===== config.mk =====
export PLATFORM = sky130hd
export DESIGN_NAME = uart_screen_line_mirror
export DESIGN_NICKNAME = d
export VERILOG_FILES = /design/src/design/uslm_pkg.sv /design/src/design/uart_screen_line_mirror.sv
export VERILOG_INCLUDE_DIRS = /design/src /design/src/design
export SDC_FILE = /design/constraint.sdc
export NUM_CORES = 1
export LEC_CHECK = 0
export BUFFER_PORTS_ARGS = -buffer_cell sky130_fd_sc_hd__buf_2
export CAP_MARGIN = 20
export CELL_PAD_IN_SITES_DETAIL_PLACEMENT = 0
export CELL_PAD_IN_SITES_GLOBAL_PLACEMENT = 1
export CORE_UTILIZATION = 59
export CTS_BUF_LIST = sky130_fd_sc_hd__clkbuf_4 sky130_fd_sc_hd__clkbuf_8
export CTS_CLUSTER_DIAMETER = 50
export DETAILED_ROUTE_END_ITERATION = 12
export GPL_ROUTABILITY_DRIVEN = 0
export PLACE_DENSITY = 0.93
export SLEW_MARGIN = 15
export SYNTH_ARGS = -nofsm -noshare
export SYNTH_HDL_FRONTEND = slang
export SYNTH_SLANG_ARGS = --single-unit

===== constraint.sdc =====
create_clock -name clk -period 7.99 [get_ports clk]
set_input_delay 0.3995 -clock clk [delete_from_list [all_inputs] [get_ports clk]]
set_output_delay 0.3995 -clock clk [all_outputs]
set_load 0.05 [all_outputs]

===== src/design/uart_screen_line_mirror_assert.svh =====
// ----------------------------------------------------------------------------
// uart_screen_line_mirror_assert.svh
// Assertion macros shared by the line mirror RTL.
// ----------------------------------------------------------------------------
`ifndef UART_SCREEN_LINE_MIRROR_ASSERT_SVH
`define UART_SCREEN_LINE_MIRROR_ASSERT_SVH

// Same-cycle implication, checked on every rising clock edge outside reset.
`define USLM_ASSERT_NOW(label, ante, cons) \
  label: assert property (@(posedge clk) disable iff (rst) (ante) |-> (cons)) \
    else $error("uslm: same-cycle check failed");

// Next-cycle implication, checked on every rising clock edge outside reset.
`define USLM_ASSERT_NEXT(label, ante, cons) \
  label: assert property (@(posedge clk) disable iff (rst) (ante) |=> (cons)) \
    else $error("uslm: next-cycle check failed");

`endif


===== src/design/uslm_pkg.sv =====
// ----------------------------------------------------------------------------
// uslm_pkg
// Item codes and fixed character constants for the serial line mirror.
// ----------------------------------------------------------------------------
package uslm_pkg;

  // Item opcodes carried on the mode field
  typedef enum logic [1:0] {
    MODE_TX_TICK = 2'd0,
    MODE_RX_TICK = 2'd1,
    MODE_WRITE   = 2'd2,
    MODE_READ    = 2'd3
  } mode_t;

  // Fixed cells of the line image
  localparam logic [7:0] CHAR_HT    = 8'd9;
  localparam logic [7:0] CHAR_LF    = 8'd10;
  localparam logic [7:0] CHAR_CR    = 8'd13;
  localparam logic [7:0] CHAR_SPACE = 8'h20;

  // Shift pattern of a filler frame: line stays high
  localparam logic [7:0] BYTE_IDLE = 8'hFF;

  // Frame layout in bit slots: start in slot 0, data 1..8, stop 9..10, idle 11
  localparam logic [3:0] SLOT_START     = 4'd0;
  localparam logic [3:0] SLOT_FIRST     = 4'd1;
  localparam logic [3:0] SLOT_DATA_LAST = 4'd8;
  localparam logic [3:0] SLOT_STOP_LAST = 4'd10;

  // Data bits in one received frame
  localparam logic [3:0] RX_DATA_BITS = 4'd8;

endpackage


===== src/design/uart_screen_line_mirror.sv =====
// ----------------------------------------------------------------------------
// uart_screen_line_mirror
// Serial mirror of a two-row text display with a receive path.
//
// Usage: one item on the in channel (valid/ready) per tick or command; mode
// selects a transmit tick, a receive sample tick, a character write or a
// read of the last received byte. Every item gives exactly one result on the
// out channel: tx_line (transmit level after the item) and rx_char.
// An item accepted at an edge shows its result from that edge on. Throughput
// is one item per cycle while the receiver keeps up; the line image is a
// 37-entry memory whose registered read port always tracks the current byte
// slot, with a write bypass, so a start bit never waits on the memory.
// If the receiver stalls, the result holds in the output register and
// in_ready drops until that register is emptied or being emptied.
// Reset clears all control state, sets tx_line idle high and marks every
// image cell as unwritten; unwritten cells read as their power-up text
// (zeros, tab, two spaces, CR, LF). No clearing pass is needed.
// ----------------------------------------------------------------------------
module uart_screen_line_mirror #(
  parameter int ROW_CHARS   = 16,
  parameter int IMAGE_BYTES = 37,
  parameter int LAST_SLOT   = 137
) (
  input  logic       clk,
  input  logic       rst,
  input  logic       in_valid,
  output logic       in_ready,
  input  logic [1:0] mode,
  input  logic       rx_bit,
  input  logic       text_line,
  input  logic [3:0] text_column,
  input  logic [7:0] text_char,
  input  logic       text_last,
  output logic       out_valid,
  input  logic       out_ready,
  output logic       tx_line,
  output logic [7:0] rx_char
);

  `include "uart_screen_line_mirror_assert.svh"

  localparam int AW = $clog2(IMAGE_BYTES);
  localparam bit HAS_TAB = ROW_CHARS < IMAGE_BYTES;
  localparam logic [7:0] IMAGE_END  = 8'(IMAGE_BYTES);
  localparam logic [7:0] SLOT_WRAP  = 8'(LAST_SLOT);
  localparam logic [7:0] ROW_LEN    = 8'(ROW_CHARS);
  localparam logic [AW-1:0] RX_CELL = AW'(IMAGE_BYTES - 3);

  typedef enum logic [1:0] {
    RX_WAIT  = 2'd0,
    RX_DATA  = 2'd1,
    RX_STOP  = 2'd2,
    RX_SPARE = 2'd3
  } rx_phase_t;

  // Power-up content of one image cell; later cells take priority as in
  // the layout order (tab, then the trailer).
  function automatic logic [7:0] image_init(input logic [AW-1:0] a);
    logic [7:0] v;
    v = 8'd0;
    if (HAS_TAB && (a == AW'(ROW_CHARS))) v = uslm_pkg::CHAR_HT;
    if (a == AW'(IMAGE_BYTES - 4)) v = uslm_pkg::CHAR_SPACE;
    if (a == AW'(IMAGE_BYTES - 3)) v = uslm_pkg::CHAR_SPACE;
    if (a == AW'(IMAGE_BYTES - 2)) v = uslm_pkg::CHAR_CR;
    if (a == AW'(IMAGE_BYTES - 1)) v = uslm_pkg::CHAR_LF;
    return v;
  endfunction

  // Control state
  logic            resend_pending, resend_pending_next;
  logic [3:0]      tx_bit_slot, tx_bit_slot_next;
  logic [7:0]      tx_byte_slot, tx_byte_slot_next;
  logic [7:0]      tx_shift, tx_shift_next;
  logic            tx_level, tx_level_next;
  rx_phase_t       rx_phase, rx_phase_next;
  logic [7:0]      rx_shift, rx_shift_next;
  logic [3:0]      rx_bit_count, rx_bit_count_next;
  logic [7:0]      rx_held, rx_held_next;
  logic [7:0]      rx_char_next;

  // Line image memory with per-cell written flags
  logic [7:0]             image_mem [IMAGE_BYTES];
  logic [IMAGE_BYTES-1:0] image_written;
  logic [7:0]             rd_data;
  logic                   rd_written;

  logic            accept;
  logic            mem_we;
  logic [AW-1:0]   mem_waddr;
  logic [7:0]      mem_wdata;
  logic [7:0]      rd_slot;
  logic            rd_in_range;
  logic [AW-1:0]   rd_addr;
  logic            slot_in_range;
  logic [7:0]      image_byte;
  logic [7:0]      byte_inc;
  logic [7:0]      wr_pos_raw;
  logic [7:0]      wr_pos;

  assign in_ready = !out_valid || out_ready;
  assign accept   = in_valid && in_ready;

  // Byte that the current slot would start sending
  assign slot_in_range = tx_byte_slot < IMAGE_END;
  assign image_byte    = rd_written ? rd_data : image_init(tx_byte_slot[AW-1:0]);
  assign byte_inc      = tx_byte_slot + 8'd1;

  // Text cell of a write; the tab cell is skipped
  assign wr_pos_raw = text_line ? (ROW_LEN + {4'd0, text_column}) : {4'd0, text_column};
  assign wr_pos     = (wr_pos_raw >= ROW_LEN) ? (wr_pos_raw + 8'd1) : wr_pos_raw;

  always_comb begin
    resend_pending_next = resend_pending;
    tx_bit_slot_next    = tx_bit_slot;
    tx_byte_slot_next   = tx_byte_slot;
    tx_shift_next       = tx_shift;
    tx_level_next       = tx_level;
    rx_phase_next       = rx_phase;
    rx_shift_next       = rx_shift;
    rx_bit_count_next   = rx_bit_count;
    rx_held_next        = rx_held;
    rx_char_next        = 8'd0;
    mem_we              = 1'b0;
    mem_waddr           = wr_pos[AW-1:0];
    mem_wdata           = text_char;
    if (accept) begin
      case (uslm_pkg::mode_t'(mode))
        uslm_pkg::MODE_TX_TICK: begin
          if (tx_bit_slot == uslm_pkg::SLOT_START) begin
            // Hold idle unless a resend is pending
            if (resend_pending) begin
              if (slot_in_range) begin
                tx_level_next = 1'b0;
                tx_shift_next = image_byte;
              end else begin
                tx_shift_next = uslm_pkg::BYTE_IDLE;
              end
              tx_bit_slot_next = uslm_pkg::SLOT_FIRST;
            end
          end else if (tx_bit_slot <= uslm_pkg::SLOT_DATA_LAST) begin
            tx_level_next    = tx_shift[0];
            tx_shift_next    = {1'b0, tx_shift[7:1]};
            tx_bit_slot_next = tx_bit_slot + 4'd1;
          end else if (tx_bit_slot <= uslm_pkg::SLOT_STOP_LAST) begin
            tx_level_next    = 1'b1;
            tx_bit_slot_next = tx_bit_slot + 4'd1;
          end else begin
            // Idle tick ends the frame: advance the byte slot
            tx_bit_slot_next  = uslm_pkg::SLOT_START;
            tx_byte_slot_next = byte_inc;
            if (byte_inc == IMAGE_END) begin
              resend_pending_next = 1'b0;
            end else if (byte_inc > SLOT_WRAP) begin
              tx_byte_slot_next = 8'd0;
            end
          end
        end
        uslm_pkg::MODE_RX_TICK: begin
          case (rx_phase)
            RX_WAIT: begin
              if (!rx_bit) begin
                rx_bit_count_next = 4'd0;
                rx_phase_next     = RX_DATA;
              end
            end
            RX_DATA: begin
              rx_shift_next     = {rx_bit, rx_shift[7:1]};
              rx_bit_count_next = rx_bit_count + 4'd1;
              if (rx_bit_count_next == uslm_pkg::RX_DATA_BITS) rx_phase_next = RX_STOP;
            end
            RX_STOP: begin
              // Good stop bit: keep the byte and mirror it into the image
              if (rx_bit) begin
                rx_held_next        = rx_shift;
                resend_pending_next = 1'b1;
                mem_we              = 1'b1;
                mem_waddr           = RX_CELL;
                mem_wdata           = rx_shift;
              end
              rx_phase_next = RX_WAIT;
            end
            default: begin
              rx_phase_next = RX_WAIT;
            end
          endcase
        end
        uslm_pkg::MODE_WRITE: begin
          if (wr_pos < IMAGE_END) mem_we = 1'b1;
          if (text_last) resend_pending_next = 1'b1;
        end
        uslm_pkg::MODE_READ: begin
          rx_char_next = rx_held;
          rx_held_next = 8'd0;
        end
        default: begin
          rx_char_next = 8'd0;
        end
      endcase
    end
  end

  // Read port follows the byte slot that will be current after this edge
  assign rd_slot     = accept ? tx_byte_slot_next : tx_byte_slot;
  assign rd_in_range = rd_slot < IMAGE_END;
  assign rd_addr     = rd_in_range ? rd_slot[AW-1:0] : '0;

  always_ff @(posedge clk) begin
    if (mem_we) image_mem[mem_waddr] <= mem_wdata;
    if (mem_we && (mem_waddr == rd_addr)) begin
      rd_data <= mem_wdata;
    end else begin
      rd_data <= image_mem[rd_addr];
    end
  end

  always_ff @(posedge clk) begin
    if (rst) begin
      image_written <= '0;
      rd_written    <= 1'b0;
    end else begin
      if (mem_we) image_written[mem_waddr] <= 1'b1;
      rd_written <= (mem_we && (mem_waddr == rd_addr)) || image_written[rd_addr];
    end
  end

  always_ff @(posedge clk) begin
    if (rst) begin
      resend_pending <= 1'b0;
      tx_bit_slot    <= uslm_pkg::SLOT_START;
      tx_byte_slot   <= 8'd0;
      tx_shift       <= 8'd0;
      tx_level       <= 1'b1;
      rx_phase       <= RX_WAIT;
      rx_shift       <= 8'd0;
      rx_bit_count   <= 4'd0;
      rx_held        <= 8'd0;
      out_valid      <= 1'b0;
      tx_line        <= 1'b1;
      rx_char        <= 8'd0;
    end else begin
      resend_pending <= resend_pending_next;
      tx_bit_slot    <= tx_bit_slot_next;
      tx_byte_slot   <= tx_byte_slot_next;
      tx_shift       <= tx_shift_next;
      tx_level       <= tx_level_next;
      rx_phase       <= rx_phase_next;
      rx_shift       <= rx_shift_next;
      rx_bit_count   <= rx_bit_count_next;
      rx_held        <= rx_held_next;
      if (accept) begin
        out_valid <= 1'b1;
        tx_line   <= tx_level_next;
        rx_char   <= rx_char_next;
      end else if (out_ready) begin
        out_valid <= 1'b0;
      end
    end
  end

  // A read always drains the held byte
  `USLM_ASSERT_NEXT(a_read_clears, accept && (mode == uslm_pkg::MODE_READ), rx_held == 8'd0)
  // Stop bits and the idle tick keep the line high
  `USLM_ASSERT_NOW(a_stop_high, tx_bit_slot >= 4'd10, tx_level)
  // The stop phase is reached only after all data bits
  `USLM_ASSERT_NOW(a_rx_count, rx_phase == RX_STOP, rx_bit_count == uslm_pkg::RX_DATA_BITS)

endmodule

### After elaboration in Yosys (flattened, before gate mapping)

Memories as Yosys holds them, arrays and structs flattened. A register that Yosys moved wholly into a read port is not among the register bits.
Cells that the tools add are included.

| operators by class | value |
|---|---|
| $add $sub $neg | 5 |
| multiply operators | 0 |
| div/mod/pow operators | 0 |
| magnitude comparators | 10 |
| equality and inequality tests | 23 |
| shifts and indexed selects | 0 |
| muxes and demuxes | 70 |
| bitwise gates (word level) | 1 |
| reduce and logical (&&, ||, !) cells | 21 |

Operators with widths:

| kind | count |
|---|---|
| 8-bit 2-to-1 mux | 23 |
| 6-bit 2-to-1 mux | 7 |
| 37-bit OR | 1 |
| 6-bit == test, second input constant | 4 |
| 1-bit 2-to-1 mux | 24 |
| 4-bit 2-to-1 mux | 6 |
| 2-bit != test, second input constant | 10 |
| 8-bit by 6-bit less-than comparator with 1-bit output, second input constant | 2 |
| 8-bit case mux with 2 select lines | 1 |
| 4-bit AND reduction | 4 |
| 6-bit by 7-bit less-than comparator with 1-bit output, second input constant | 2 |
| 9-bit AND reduction | 1 |
| 4-bit by 1-bit adder with 4-bit output, second input constant | 2 |
| 8-bit by 1-bit adder with 8-bit output, second input constant | 1 |
| 8-bit by 6-bit == test with 1-bit output, second input constant | 1 |
| 8-bit > comparator, second input constant | 1 |
| 4-bit <= comparator, second input constant | 2 |
| 4-bit case mux with 2 select lines | 1 |
| 2-bit nonzero test | 4 |
| 6-bit by 1-bit adder with 7-bit output, second input constant | 1 |
| 7-bit by 6-bit less-than comparator with 1-bit output, second input constant | 1 |
| 7-bit 2-to-1 mux | 1 |
| 5-bit by 4-bit adder with 6-bit output, first input constant | 1 |
| 1-bit binary-select mux with 6-bit select | 1 |
| other kinds (19) | 28 |

| storage, ports and cells | value |
|---|---|
| register bits after elaboration | 92 |
| bits in latches | 0 |
| RAM bits | 296 |
| ROM bits | 0 |
| input port bits | 21 |
| output and inout bits | 11 |
| logic and storage cells | 145 |
| memories kept | 1 |

Memory list:

| name | words | bits a word | read ports | clocked after memory_dff | write ports | line | RTL |
|---|---|---|---|---|---|---|---|
| image_mem | 37 | 8 | 1 | 1 | 1 | uart_screen_line_mirror.sv:82 | `logic [7:0] image_mem [IMAGE_BYTES];` |

### Depth between registers and ports, before layout

| logic depth | value |
|---|---|
| word-level depth | 15 |
| gate-level depth with buffers | 16 |
| mapped depth without buffers | 14 |

### Least setup slack after synthesis

No wires, ideal clock.

| timing path | value |
|---|---|
| path kind | register to register |
| start point | reg out_valid |
| end point | reg rd_written |
| setup time | 130 ps |
| arrival time | 3118 ps |
| data required time | 7860 ps |
| setup slack | 4742 ps |
| stages on the path, launching flop included | 14 |
| path buffers | 2 |
| clock period less this slack | 3248 ps |
| path through | dfxtp_1 nand2b_2 and2_1 buf_4 nand2_1 buf_6 a222oi_1 a21oi_2 a211oi_4 nor2b_1 a2111oi_2 nor4_1 o22ai_1 a31oi_1 |

| between the ends | value |
|---|---|
| cells in the longest elaborated chain, start to end | 10 |
| elaborated cells on any way between the ends | 14 |
| those cells by class | 1 x order compare; 1 x eq/ne; 7 x mux; 5 x reduce/logical |

Ends and longest elaborated chain:

| what | line | RTL |
|---|---|---|
| start: declaration | uart_screen_line_mirror.sv:34 | `output logic out_valid,` |
| start signal: assignment | uart_screen_line_mirror.sv:237 | `out_valid <= 1'b0;` |
| start signal: assignment | uart_screen_line_mirror.sv:251 | `out_valid <= 1'b1;` |
| start signal: assignment | uart_screen_line_mirror.sv:255 | `out_valid <= 1'b0;` |
| 1-bit logical NOT (*) | uart_screen_line_mirror.sv:100 | `assign in_ready = !out_valid \|\| out_ready;` |
| 1-bit logical OR (*) | uart_screen_line_mirror.sv:100 |  |
| named net in_ready | uart_screen_line_mirror.sv:27 | `output logic in_ready,` |
| 1-bit logical AND (*) | uart_screen_line_mirror.sv:101 | `assign accept = in_valid && in_ready;` |
| 8-bit 2-to-1 mux | uart_screen_line_mirror.sv:126 | `if (accept) begin` |
| 8-bit 2-to-1 mux (*) | uart_screen_line_mirror.sv:203 | `assign rd_slot = accept ? tx_byte_slot_next : tx_byte_slot;` |
| 8-bit by 6-bit less-than comparator with 1-bit output | uart_screen_line_mirror.sv:204 | `assign rd_in_range = rd_slot < IMAGE_END;` |
| 6-bit 2-to-1 mux (*) | uart_screen_line_mirror.sv:205 | `assign rd_addr = rd_in_range ? rd_slot[AW-1:0] : '0;` |
| named net rd_addr[0] | uart_screen_line_mirror.sv:93 | `logic [AW-1:0] rd_addr;` |
| 1-bit binary-select mux with 6-bit select / 6-bit == test (equally long branches) | uart_screen_line_mirror.sv:222 | `rd_written <= (mem_we && (mem_waddr == rd_addr)) \|\| image_written[rd_addr];` |
| 1-bit 2-to-1 mux (implied by the code) / 1-bit logical AND (equally long branches) | uart_screen_line_mirror.sv:222 |  |
| 1-bit logical OR (*) | uart_screen_line_mirror.sv:222 |  |
| end signal: assignment | uart_screen_line_mirror.sv:222 |  |
| end: declaration | uart_screen_line_mirror.sv:85 | `logic rd_written;` |

Mark *: on every way through the listed nets, which the timed path passes. The rest lies on a longest branch. The select of a mux whose other input is x is not followed.
A chain may end at the register's enable or synchronous reset.

### Final worst setup path

| timing path | value |
|---|---|
| start point | reg tx_byte_slot[1] |
| end point | reg rd_written |

| between the ends | value |
|---|---|
| cells in the longest elaborated chain, start to end | 15 |
| elaborated cells on any way between the ends | 18 |
| those cells by class | 1 x add/sub; 2 x order compare; 2 x eq/ne; 11 x mux; 2 x reduce/logical |

Ends and longest elaborated chain:

| what | line | RTL |
|---|---|---|
| start: declaration | uart_screen_line_mirror.sv:72 | `logic [7:0] tx_byte_slot, tx_byte_slot_next;` |
| start signal: assignment | uart_screen_line_mirror.sv:243 | `tx_byte_slot <= tx_byte_slot_next;` |
| 8-bit by 1-bit adder with 8-bit output | uart_screen_line_mirror.sv:106 | `assign byte_inc = tx_byte_slot + 8'd1;` |
| 8-bit > comparator | uart_screen_line_mirror.sv:153 | `end else if (byte_inc > SLOT_WRAP) begin` |
| 8-bit 2-to-1 mux | uart_screen_line_mirror.sv:153 |  |
| 8-bit 2-to-1 mux | uart_screen_line_mirror.sv:151 | `if (byte_inc == IMAGE_END) begin` |
| 8-bit 2-to-1 mux | uart_screen_line_mirror.sv:144 | `end else if (tx_bit_slot <= uslm_pkg::SLOT_STOP_LAST) begin` |
| 8-bit 2-to-1 mux | uart_screen_line_mirror.sv:140 | `end else if (tx_bit_slot <= uslm_pkg::SLOT_DATA_LAST) begin` |
| 8-bit 2-to-1 mux | uart_screen_line_mirror.sv:129 | `if (tx_bit_slot == uslm_pkg::SLOT_START) begin` |
| 8-bit 2-to-1 mux | uart_screen_line_mirror.sv:127 | `case (uslm_pkg::mode_t'(mode))` |
| 8-bit 2-to-1 mux | uart_screen_line_mirror.sv:126 |  |
| 8-bit 2-to-1 mux (*) | uart_screen_line_mirror.sv:203 |  |
| 8-bit by 6-bit less-than comparator with 1-bit output | uart_screen_line_mirror.sv:204 |  |
| 6-bit 2-to-1 mux (*) | uart_screen_line_mirror.sv:205 |  |
| named net rd_addr[4] | uart_screen_line_mirror.sv:93 |  |
| 1-bit binary-select mux with 6-bit select / 6-bit == test (equally long branches) | uart_screen_line_mirror.sv:222 |  |
| 1-bit 2-to-1 mux (implied by the code) / 1-bit logical AND (equally long branches) | uart_screen_line_mirror.sv:222 |  |
| 1-bit logical OR (*) | uart_screen_line_mirror.sv:222 |  |

Marks and branches as above.

==> run metrics <==
status finished clean; Setup Fix Bufs, Post-CTS 0; hold crit path type in2reg; post-synthesis mux area share 13.7%; I/O Pins 32; setup_tns 0 ns; Synth async-reset ratio 0%; Power Density 215 mW/mm2; Cell variety after synth 90; clock power share 41.9%; post_cts resized 0; total clock sinks 394; Mapped Cells 1174; sw frac 21.3%; antenna violations before repair 2; #FFs+latches synth 394; number of port buffers 31; die footprint 0.0290 mm2; clock slew at reported path FFs 0.06 ns; reg2reg start tx_byte_slot[1]; CP dominant cell by count xor2_1; Worst EP arrival 4.50 ns; Crit-path slowest cell nor3_1; Tcrit/Tclk final 49.9%; Tightest Pin Transition 1.06 ns; final non-filler cell total 1668; GRT met1 Usage 39.0%; cts hold-fix bufs 0; synthesized-area fraction occupied by adder cells 1.18%; CTS tree built; Slew Limit Fails 0; Worst EP required 8.50 ns; Die Height 170 um; gr ovfl total 0; Max rail drop VDD 0.000254 V; Leak 6.06 nW; Main synth FF type edfxtp_1; Yosys top cell by area edfxtp_1; Critical Path Sink Type flop; Seq/Total Area, Yosys 64.9%; critical path cell sequence ha_1 > xor2_1 > or3_2 > a31oi_4 > o21ai_2 > o31a_1 > nor3_1 > xor2_1 > a2111oi_0 > nand3_1 > a31o_1 > a31oi_1; synth warn 0; Detail Placement HPWL 24700 um; Post-synth EDFFs 296; cell-internal power 3.13 mW; Die X 170 um; Rows 61; Worst-Skew Late Latency 0.62 ns; Seq. cell area 0.0109 mm2; CP bufs+invs 0; Yosys top cell area share 53.2%; Logic pwr share 2.4%; critical path type reg2reg; RSZ-0062 raised after global routing no; largest family of logic cells by synthesized area multiplexers; DP Cell Count 1559; wire length after detailed routing 38200 um; part of the power in registers 55.7%; TritonCTS Buffers 58; ant diodes 0; DR DRC count 0; gr busiest metal met2; total net switching power 0.846 mW; synth top area cells edfxtp_1 53%, mux4_2 12%, dfxtp_1 12%; first-pass GRT wire length 59000 um; Synth Area in Simple Gates 9.95%; met2 Use GR 43.5%; biggest cell delay along the critical path 0.58 ns; final setup fails 0; core area 0.0279 mm2; Fin. Hold Viols 0; Post-Syn Area 0.0167 mm2; First DRT Iteration DRCs 1125; fin nets 1277; Slew HR 29.1%; initial core utilization 60.0%; max-cap violation count 0; Compound-Gate Fraction of Synth Area 7.44%; vias per cell 6.11; fillers 1931; Pre-antenna DRT Iters 5; largest net degree at the start of global routing 91; cell family with most CP delay compound AO/OA/AOI/OAI gates; Syn Area/Cell 14.2 um2; Tot GR Track Use 27.6%; crit-path max FO 11; top-count cell post-synth edfxtp_1; startpoint types flop; Area Overhead vs Synth 10.6%; clk_skew 0.0289 ns; layout cell share with drive strength beyond 1 21.7%; vias in the first global route 10100; top cells by count, synth 296 x edfxtp_1, 175 x nor2_1, 117 x nand2_1; hold path startpoint rx_bit; CP startpoint tx_byte_slot[1]; htree depth 2; post-route ant nets 0; Final min period 3.98 ns; maximum buffer depth of the clock tree 3; root buffer cell clkbuf_8; fmax 251 MHz; multi-input logic area 0.00560 mm2; Vias 10200; drt wl/cell 22.9 um; Post-Synth XOR/XNOR Area 0.681%; grt met3 use 4.63%
worst min-delay path, cell delays in order:
cell and delay, ns:
buf_2 0.12, nand2_1 0.05, a21oi_1 0.05
flip-flops by register name, summed over array words and instances (netlist names), 2 cells and up, named ones only:
| signal | count |
|---|---|
| rx_char | 8 |
| tx_bit_slot | 4 |
| image_written | 37 |
| rx_phase | 2 |
| image_mem | 296 |
| rx_held | 8 |
| rx_bit_count | 4 |
| tx_byte_slot | 8 |
| tx_shift | 8 |
| rx_shift | 8 |
per-stage QoR:
stage                     utilization, %  hold slack, ns  instance area [um2]  power [mW]  setup WS [ns]
after CTS                           66.3          0.0420                18500        3.99           3.98
after floorplan                        -           0.432                16800        2.31           4.74
after global routing                66.3          0.0697                18500        4.09           3.68
after detailed placement            61.9           0.440                17300        2.35           4.01
after global placement              61.9           0.437                17300        2.35           4.04
final                               66.3          0.0592                18500        3.98           4.01
routing by layer:
metal / vias to the layer above / part of all wire (%)
li1: 4570 / -
met1: 5029 / 41
met2: 510 / 47
met3: 88 / 8.7
met4: 0 / 3.4
met5: - / 0
kinds of logic after synthesis:
| family | Yosys count |
|---|---|
| flops | 394 |
| simple gates | 384 |
| compound gates | 168 |
| mux | 117 |
| buf+inv | 81 |
| fa+ha+maj | 16 |
| xor+xnor | 13 |
| other cells | 1 |
layout by cell type, fill, tap and decap left out, types with 24 or more instances in the layout:
cell type  instances
a21oi_1           49
buf_2             31
clkbuf_4          24
clkbuf_8          65
conb_1            24
dfxtp_1           96
edfxtp_1         296
mux4_2            88
nand2_1          116
nor2_1           175
o21ai_0           24
worst paths after layout:
path / end / slack [ns] / depth (start not counted)
max: rd_written / 4.01 / 12
min: rx_shift[7] / 0.06 / 3
min reg2reg: rx_char[7] / 0.45 / 2
max reg2reg: rd_written / 4.01 / 12
power by group through the flow:
stage	Clock, mW	Sequential [mW]	Combinational, mW
finish	1.66	2.21	0.0969
global route	1.77	2.21	0.105
CTS	1.68	2.21	0.0963
detailed placement	0	2.26	0.0958
global placement	0	2.26	0.0938
floorplan	0	2.26	0.0538
final cells by class:
class | instances | share of cell area, %
clock buffer | 89 | 5.82
timing repair buffer | 44 | 1.37
tap | 378 | 2.56
multi-input combinational | 722 | 30.3
inverter | 21 | 0.427
sequential | 394 | 58.7
clock inverter | 20 | 0.792
Power figures use the tool's default switching activity.
